===== config.mk =====
export PLATFORM = sky130hd
export DESIGN_NAME = swms_front
export DESIGN_NICKNAME = d
export VERILOG_FILES = /design/src/design/swms_pkg.sv /design/src/design/swms_front.sv
export SDC_FILE = /design/constraint.sdc
export NUM_CORES = 1
export LEC_CHECK = 0
export ABC_AREA = 1
export BUFFER_PORTS_ARGS = -buffer_cell sky130_fd_sc_hd__buf_2
export CAP_MARGIN = 20
export CORE_MARGIN = 1.5
export CORE_UTILIZATION = 45
export DETAILED_ROUTE_END_ITERATION = 6
export PLACE_DENSITY_LB_ADDON = 0.3
export RECOVER_POWER = 50
export SLEW_MARGIN = 10
export SYNTH_ARGS = -nofsm -noshare
export SYNTH_HDL_FRONTEND = slang
export SYNTH_SLANG_ARGS = --single-unit

===== constraint.sdc =====
create_clock -name i_clk -period 4.6 [get_ports i_clk]
set_input_delay 0.46 -clock i_clk [delete_from_list [all_inputs] [get_ports i_clk]]
set_output_delay 0.46 -clock i_clk [all_outputs]
set_load 0.02 [all_outputs]

===== src/design/swms_pkg.sv =====
// ----------------------------------------------------------------------------
// swms_pkg
// Shared constants, types and helper functions for the sliding window
// minimum block.
// ----------------------------------------------------------------------------
package swms_pkg;

    localparam int MAX_WINDOW = 1024;
    localparam int AW         = $clog2(MAX_WINDOW);
    localparam int PW         = $clog2(MAX_WINDOW + 1);
    localparam int SW         = 32;
    localparam int CW         = 11;
    localparam int OW         = 64;
    localparam int EW         = SW + PW;
    localparam int QD         = 2;
    localparam int QAW        = $clog2(QD);

    typedef struct packed {
        logic signed [SW-1:0] sample;
        logic                 restart;
        logic [PW-1:0]        win;
    } t_item;

    function automatic logic [PW-1:0] eff_window(input logic [CW-1:0] len);
        logic [PW-1:0] w;
        if (len == '0) begin
            w = PW'(1);
        end else if (32'(len) > 32'(MAX_WINDOW)) begin
            w = PW'(MAX_WINDOW);
        end else begin
            w = PW'(len);
        end
        return w;
    endfunction

    function automatic logic [AW-1:0] slot(input logic [AW-1:0] base,
                                           input logic [PW-1:0] off);
        logic [PW:0] s;
        s = (PW+1)'(base) + (PW+1)'(off);
        if (s >= (PW+1)'(MAX_WINDOW)) begin
            s = s - (PW+1)'(MAX_WINDOW);
        end
        return AW'(s);
    endfunction

endpackage


===== src/design/swms_front.sv =====
// ----------------------------------------------------------------------------
// swms_front
// Holds the window length register, tags each request with its effective
// window and buffers requests in a short queue ahead of the deque engine.
// ----------------------------------------------------------------------------
module swms_front (
    input  logic                          i_clk,
    input  logic                          i_rst_n,
    input  logic                          i_cfg_we,
    input  logic [swms_pkg::CW-1:0]       i_cfg_wdata,
    input  logic                          i_valid,
    output logic                          o_stall,
    input  logic signed [swms_pkg::SW-1:0] i_sample,
    input  logic                          i_restart,
    output logic                          o_item_valid,
    output swms_pkg::t_item               o_item,
    input  logic                          i_item_take
);

    logic [swms_pkg::CW-1:0]  r_window_len;
    swms_pkg::t_item          r_q [swms_pkg::QD];
    logic [swms_pkg::QAW-1:0] r_wr_ptr;
    logic [swms_pkg::QAW-1:0] r_rd_ptr;
    logic [swms_pkg::QAW:0]   r_fill;
    logic                     push;
    logic                     pop;
    swms_pkg::t_item          n_item;

    assign o_stall      = (r_fill == (swms_pkg::QAW+1)'(swms_pkg::QD));
    assign o_item_valid = (r_fill != '0);
    assign o_item       = r_q[r_rd_ptr];
    assign push         = i_valid && !o_stall;
    assign pop          = o_item_valid && i_item_take;

    always_comb begin
        n_item.sample  = i_sample;
        n_item.restart = i_restart;
        n_item.win     = swms_pkg::eff_window(r_window_len);
    end

    always_ff @(posedge i_clk) begin
        if (!i_rst_n) begin
            r_window_len <= swms_pkg::CW'(1);
            r_wr_ptr     <= '0;
            r_rd_ptr     <= '0;
            r_fill       <= '0;
        end else begin
            if (i_cfg_we) begin
                r_window_len <= i_cfg_wdata;
            end
            if (push) begin
                r_wr_ptr <= r_wr_ptr + swms_pkg::QAW'(1);
            end
            if (pop) begin
                r_rd_ptr <= r_rd_ptr + swms_pkg::QAW'(1);
            end
            if (push && !pop) begin
                r_fill <= r_fill + (swms_pkg::QAW+1)'(1);
            end else if (pop && !push) begin
                r_fill <= r_fill - (swms_pkg::QAW+1)'(1);
            end
        end
    end

    always_ff @(posedge i_clk) begin
        if (push) begin
            r_q[r_wr_ptr] <= n_item;
        end
    end

endmodule


==> results by group, run 1 <==
Run status
  • Status: finished clean

Clock tree
  • Clk sinks: 104
  • Num CTS Buffers: 9
  • Hold_buf cts: 0
  • Clock Latency Late Sink: 0.36 ns
  • Max Root-Sink Buffers: 2
  • PostCTS Resize Cnt: 0
  • CTS tree: built
  • Clock root buffer: clkbuf_8
  • Postcts setup bufs: 0
  • H-Tree Depth: 3
  • Clock-pin transition on the worst setup and hold timing paths: 0.09 ns

STA
  • Worst-margin pin slew: 1.11 ns
  • # setup viols final: 0
  • Final Max Tran Viols: 0
  • Final period utilization: 53.7%
  • Slew headroom: 25.6%
  • Unrepaired setup endpoints after global routing: false
  • Setup TNS: 0 ns
  • Endpoints failing hold: 0
  • Min cycle time layout: 2.47 ns
  • Max Clock Skew: roughly 0.0082 ns
  • Max Fclk: 405 MHz
  • Final worst slack: 2.13 ns

Placement
  • DP Worst Slack: 2.17 ns
  • Dpl cell area: 4610 µm²
  • Gpl congestion: 0.740
  • I/O Buffers: 94
  • Post-detail-place hpwl: 4280 µm

Flow run
  • Max-Cap Viols: 0

Yosys
  • Cells after Synth: between 200 and 250
  • Synth Flop Type: edfxtp_1
  • Share of the synthesized area in the top cell type: 64.8%
  • Synth Net Count: 289
  • Post-synthesis compound-gate area fraction: 3.19%
  • XOR/XNOR Fraction of Synth Area: 0%
  • Simple-gate area share of the yosys netlist: 3.71%
  • Largest family of logic cells by synthesized area: multiplexers
  • Post-Syn Area per Cell: between 15 and 20 µm²
  • Post-synth EDFFs: 88
  • Largest cells by area after synthesis: edfxtp_1, mux2_4, dfxtp_1
  • Sequential fraction of the synthesis area: 72.6%
  • Post-Synth Adder-Cell Area: less than 1%
  • Async set-reset flop share out of synthesis: 0%
  • Cell Area, Synth: ~4100 µm²
  • Top-count cell post-synth: edfxtp_1
  • Synth cell types: 20
  • Post-synthesis mux area share: 15.8%
  • Synth Warn #: 0
  • Flops & latches, synth: 104
  • Post-synth top cells: edfxtp_1, mux2_4, nor2_1, inv_1, dfxtp_1
  • Yosys top cell by area: edfxtp_1

Global routing
  • Initial antenna violation count: 0
  • Global-route wire length before repair: approximately 9900 µm
  • Largest net degree at the start of global routing: 36
  • Vias in the first global route: 2104
  • Grt ovf: 0
  • Gr usage total: between 10 and 15%

Finish
  • Share of cells above drive strength 1: 40.2%
  • Final instance area: roughly 4800 µm²
  • Fin nets: about 390
  • Diodes inserted: 0
  • Sequential standard cell area: 2960 µm²
  • Area Growth Syn to Fin: 16.9%
  • Area of the multi-input gates: 935 µm²
  • Fillers: 737

Power and ir drop
  • Int Pwr: 1730 µW
  • Switch share: 29.4%
  • Clk network pwr share: 21.3%
  • PD cells: between 500 and 600 nW/µm²
  • Overall Power: 2450 µW
  • Power share of the sequential group: roughly 50%
  • Worst VDD drop: 309 µV
  • Comb power frac: ~29%
  • Leakage: about 0.0019 µW
  • Sw Pwr: 719 µW

Worst setup path
  • CP Class: register to register
  • CP max stage delay: roughly 0.84 ns
  • Crit-path cells: inv_1 -> nor2_1 -> nor2_1 -> inv_1 -> nor2_1 -> buf_4
  • Flop-to-flop setup slack: 2.13 ns
  • Slowest CP cell: nor2_1
  • Req. time, crit path: around 4.6 ns
  • Worst Path Max Fanout: 32
  • WP buf/inv: 3
  • Arr. time, crit path: between 2 and 2.5 ns
  • CP most frequent cell: nor2_1
  • Startpoint Class: register
  • Crit end category: register
  • Top Family by Delay on Critical Path: simple AND/OR/NAND/NOR gates

Detailed routing
  • Via-to-Cell Ratio: 4.80
  • Remaining routing DRC violations: 0
  • DRT iter0 DRCs: 57
  • Pre-Repair DR Iteration Count: 4
  • Total length of routed wires: 6260 µm
  • Vias: around 2200
  • Wire length per cell: 13.9 µm
  • Detail Route Antenna Nets: 0

Floorplan
  • Total core area: 8760 µm²
  • Io pins: 95
  • Die W: 98.2 µm
  • Starting Density: between 40% and 50%
  • Chip height: 98.2 µm
  • Die footprint: 9650 µm²
  • Row count: 34

Hold path
  • Type of the worst min-delay path: input port to register
[stage by stage]
stage | cells | hold slack [ns] | util (%)
after global routing | 451 | 0.260 | 54.4
final | 451 | 0.283 | 54.4
after CTS | 450 | 0.264 | 54.7
after detailed placement | 435 | 0.463 | 52.7
after global placement | 435 | 0.459 | 52.7
after floorplan | 239 | 0.448 | -
[layout make-up]
class / count / share of cell area [%]
Inverter: 18 / 1.42
Sequential cell: 104 / 62.1
Tap cell: 108 / 2.83
Multi-Input combinational cell: 108 / 19.6
Clock buffer: 10 / 2.68
Timing Repair Buffer: 98 / 10.3
Clock inverter: 5 / 1.02
[flip-flops by register name (all words and copies together) (netlist names), named ones only]
| name | cells |
|---|---|
| r_wr_ptr | 1 |
| r_fill | 2 |
| r_q | 88 |
| r_window_len | 11 |
| r_rd_ptr | 1 |
[metal layers]
layer | track usage [%] | vias to the layer above | wire (µm)
met5 | 0 | - | 0
met4 | 5.85 | 0 | 85
met3 | 4.22 | 8 | 398
met2 | 20.8 | 70 | 2940
met1 | 17.5 | 1022 | 2830
li1 | - | 1063 | -
[power by group through the flow]
stage	clock, µW	sequential (µW)	combinational, µW
2_1_floorplan	0	1230	572
3_3_place_gp	0	1270	681
3_5_place_dp	0	1280	688
4_1_cts	540	1260	690
5_1_grt	574	1230	759
6_report	521	1220	703
[layout by cell type (no fill, tap or decap)]
master / n
dfxtp_2: 1
nand2_1: 11
mux2_2: 4
clkbuf_8: 9
buf_2: 78
nor2_1: 22
clkinvlp_4: 1
a21oi_1: 13
dfxtp_1: 15
bufinv_16: 1
clkinv_1: 3
nand3_1: 3
inv_1: 18
nand3b_1: 1
buf_12: 1
edfxtp_1: 88
buf_4: 3
clkbuf_1: 17
ha_1: 1
mux2_4: 40
o21ai_0: 13
[kinds of logic after synthesis]
logic type,Yosys count
buffers and inverters,27
AO/OA/AOI/OAI,26
AND/OR/NAND/NOR,37
adder cells (fa/ha/maj),1
flip-flops,104
multiplexers,44
[worst paths after layout]
kind              cells after the start                            to                          from
setup / recovery                      6          r_q[1][37]$_DFFE_PP_        r_fill[1]$_SDFFE_PN0P_
hold / removal                        1          r_q[0][41]$_DFFE_PP_                  i_sample[29]
setup reg to reg                      6          r_q[1][37]$_DFFE_PP_        r_fill[1]$_SDFFE_PN0P_
hold reg to reg                       2  r_window_len[3]$_SDFFE_PN0P_  r_window_len[3]$_SDFFE_PN0P_
Power figures use the tool's default switching activity.
==> run 2, diff against run 1 <==
clock period = 2.07 ns   (was 4.6 ns; I/O delays follow)
==> run 2 against run 1 <==
Effect of this change:
- routed wire length grew 1.3%
- fmax grew 39%
- worst setup slack lost 1.8 ns
- combinational power grew 130%
- design area grew 0.55%
- core utilization grew 0.30 points
- first-iteration DRC count grew 18%
- largest cell class unchanged
- non-clock buffer count shrank 1
- critical path type unchanged
- global-route usage is essentially flat
- sequential share of layout area shrank 0.34 points
- register-to-register slack lost 1.8 ns
==> results by group, run 2 (synthesis results as in run 1) <==
Clock tree
  • Clock Latency Late Sink: 0.35 ns (about the same)
  • Num CTS Buffers: 9 (unchanged)
  • Postcts setup bufs: 0 (unchanged)
  • Max Root-Sink Buffers: 2 (unchanged)
  • Clock root buffer: clkbuf_8
  • Hold_buf cts: 0 (unchanged)
  • CTS tree: built
  • Clk sinks: 104 (unchanged)
  • Clock-pin transition on the worst setup and hold timing paths: 0.09 ns (about the same)
  • PostCTS Resize Cnt: 0 (unchanged)
  • H-Tree Depth: 3 (unchanged)

Worst setup path
  • Slowest CP cell: clkbuf_4
  • Startpoint Class: register
  • Worst Path Max Fanout: 44 (+38%)
  • Crit end category: register
  • Crit-path cells: inv_1 -> nor2_1 -> nor2_1 -> inv_1 -> nor2_4 -> clkbuf_4
  • Reg2reg start: r_fill[1]$_SDFFE_PN0P_
  • Arr. time, crit path: 1.77 ns (-0.71 ns)
  • WP buf/inv: 3 (unchanged)
  • Req. time, crit path: 2.05 ns (-2.56 ns)
  • Critical path origin: r_fill[1]$_SDFFE_PN0P_
  • Top Family by Delay on Critical Path: buffers and inverters
  • CP max stage delay: 0.55 ns (-0.29 ns)
  • CP Class: register to register

Detailed routing
  • Pre-Repair DR Iteration Count: 4 (unchanged)
  • Detail Route Antenna Nets: 0 (unchanged)
  • Via-to-Cell Ratio: 4.73 (-1.3%)
  • Remaining routing DRC violations: 0 (unchanged)
  • Wire length per cell: 14.1 µm (+1.3%)
  • Vias: 2135 (-1.3%)
  • Total length of routed wires: 6340 µm (+1.3%)
  • DRT iter0 DRCs: 67 (+18%)

Power and ir drop
  • Leakage: 0.00188 µW (+0.21%)
  • Worst VDD drop: 600 µV (+94%)
  • PD cells: 1140 nW/µm² (+120%)

Floorplan
  • Chip height: 98.2 µm (unchanged)
  • Die W: 98.2 µm (unchanged)
  • Starting Density: 46.6% (unchanged)
  • Die footprint: 9650 µm² (unchanged)
  • Io pins: 95 (unchanged)
  • Row count: 34 (unchanged)
  • Total core area: 8760 µm² (unchanged)

STA
  • Worst-margin pin slew: 0.639 ns (-0.472 ns)
  • Unrepaired setup endpoints after global routing: false
  • Final Max Tran Viols: 0 (unchanged)
  • Slew headroom: 57.4% (+32 points)
  • Max Clock Skew: 0.00766 ns (-0.000534 ns)
  • Final period utilization: 86.2% (+32 points)
  • # setup viols final: 0 (unchanged)
  • Min cycle time layout: 1.78 ns (-0.688 ns)
  • Max Fclk: 561 MHz (+39%)
  • Endpoints failing hold: 0 (unchanged)
  • WHS: 0.0414 ns (-0.242 ns)

Global routing
  • Vias in the first global route: 2106 (+0.095%)
  • Gr usage total: 13.4% (-0.038 points)
  • Grt ovf: 0 (unchanged)
  • Global-route wire length before repair: 9840 µm (-0.56%)
  • Largest net degree at the start of global routing: 45 (+25%)
  • Initial antenna violation count: 0 (unchanged)

Finish
  • Largest regs: r_q (88), r_window_len (11), r_fill (2)
  • Share of cells above drive strength 1: 41.1% (+0.87 points)
  • Final instance area: 4800 µm² (+0.55%)
  • Fillers: 725 (-1.6%)
  • Commonest non-fill, non-tap cell in the layout: edfxtp_1
  • Most flops, register: r_q
  • Area of the multi-input gates: 950 µm² (+1.6%)
  • Largest register FFs: 88 (unchanged)
  • Area Growth Syn to Fin: 17.6%
  • Fin util: 54.7% (+0.30 points)
  • Sequential standard cell area: 2960 µm² (unchanged)
  • Diodes inserted: 0 (unchanged)
  • Commonest non-fill, non-tap cells in the layout: edfxtp_1, buf_2, mux2_4, nor2_1, inv_1
  • Fin nets: 388 (-0.26%)

Placement
  • Dpl cell area: 4650 µm² (+0.81%)
  • Post-detail-place hpwl: 4050 µm (-5.3%)
  • I/O Buffers: 94 (unchanged)
  • Gpl congestion: 0.762 (+2.9%)

Run status
  • Status: finished clean

Hold path
  • Type of the worst min-delay path: input port to register
  • HP Start: i_sample[8]

Flow run
  • Max-Cap Viols: 0 (unchanged)
==> run 2: cell count changes in the layout (fill, tap and decap cells not counted), sizes merged <==
| cell | before | now |
|---|---|---|
| clkinv | 3 | 2 |
| clkbuf | 26 | 27 |
==> run 2: path summary, 6_finish.rpt <==
path                                        to  slack, ns  cells past startpoint
setup reg to reg          r_q[0][43]$_DFFE_PP_       0.29                      6
hold / removal            r_q[0][20]$_DFFE_PP_       0.04                      1
hold reg to reg   r_window_len[4]$_SDFFE_PN0P_       0.48                      2
setup / recovery          r_q[0][43]$_DFFE_PP_       0.29                      6
==> run 2: cell type report <==
cell class                 instances  share of cell area, %
sequential                       104                   61.8
tap                              108                   2.82
clock inverter                     4                  0.939
clock buffer                      12                   2.82
timing repair buffer              97                   10.4
multi-input combinational        108                   19.8
inverter                          18                   1.41
==> run 2: power by group <==
group / total, µW / internal, µW / switching (µW)
Clock: 1170 / 554 / 615
Combinational: 1610 / 687 / 922
Sequential: 2690 / 2610 / 76.1
==> run 2: per-layer routing <==
metal,GRT usage [%],vias up,part of all wire [%]
met3,3.79,10,6.5
met1,17.1,992,46
met4,6.50,0,1.7
li1,-,1063,-
met2,21.1,70,46
met5,0,-,0
==> run 2: metrics by stage <==
stage / total power (µW) / std cells / setup TNS (ns) / setup WS (ns)
after floorplan: 4000 / 239 / -17.04 / -0.202
after global placement: 4380 / 435 / 0 / 0.687
after detailed placement: 4400 / 435 / 0 / 0.645
after CTS: 5570 / 451 / 0 / 0.274
after global routing: 5730 / 451 / 0 / 0.175
final: 5470 / 451 / 0 / 0.286
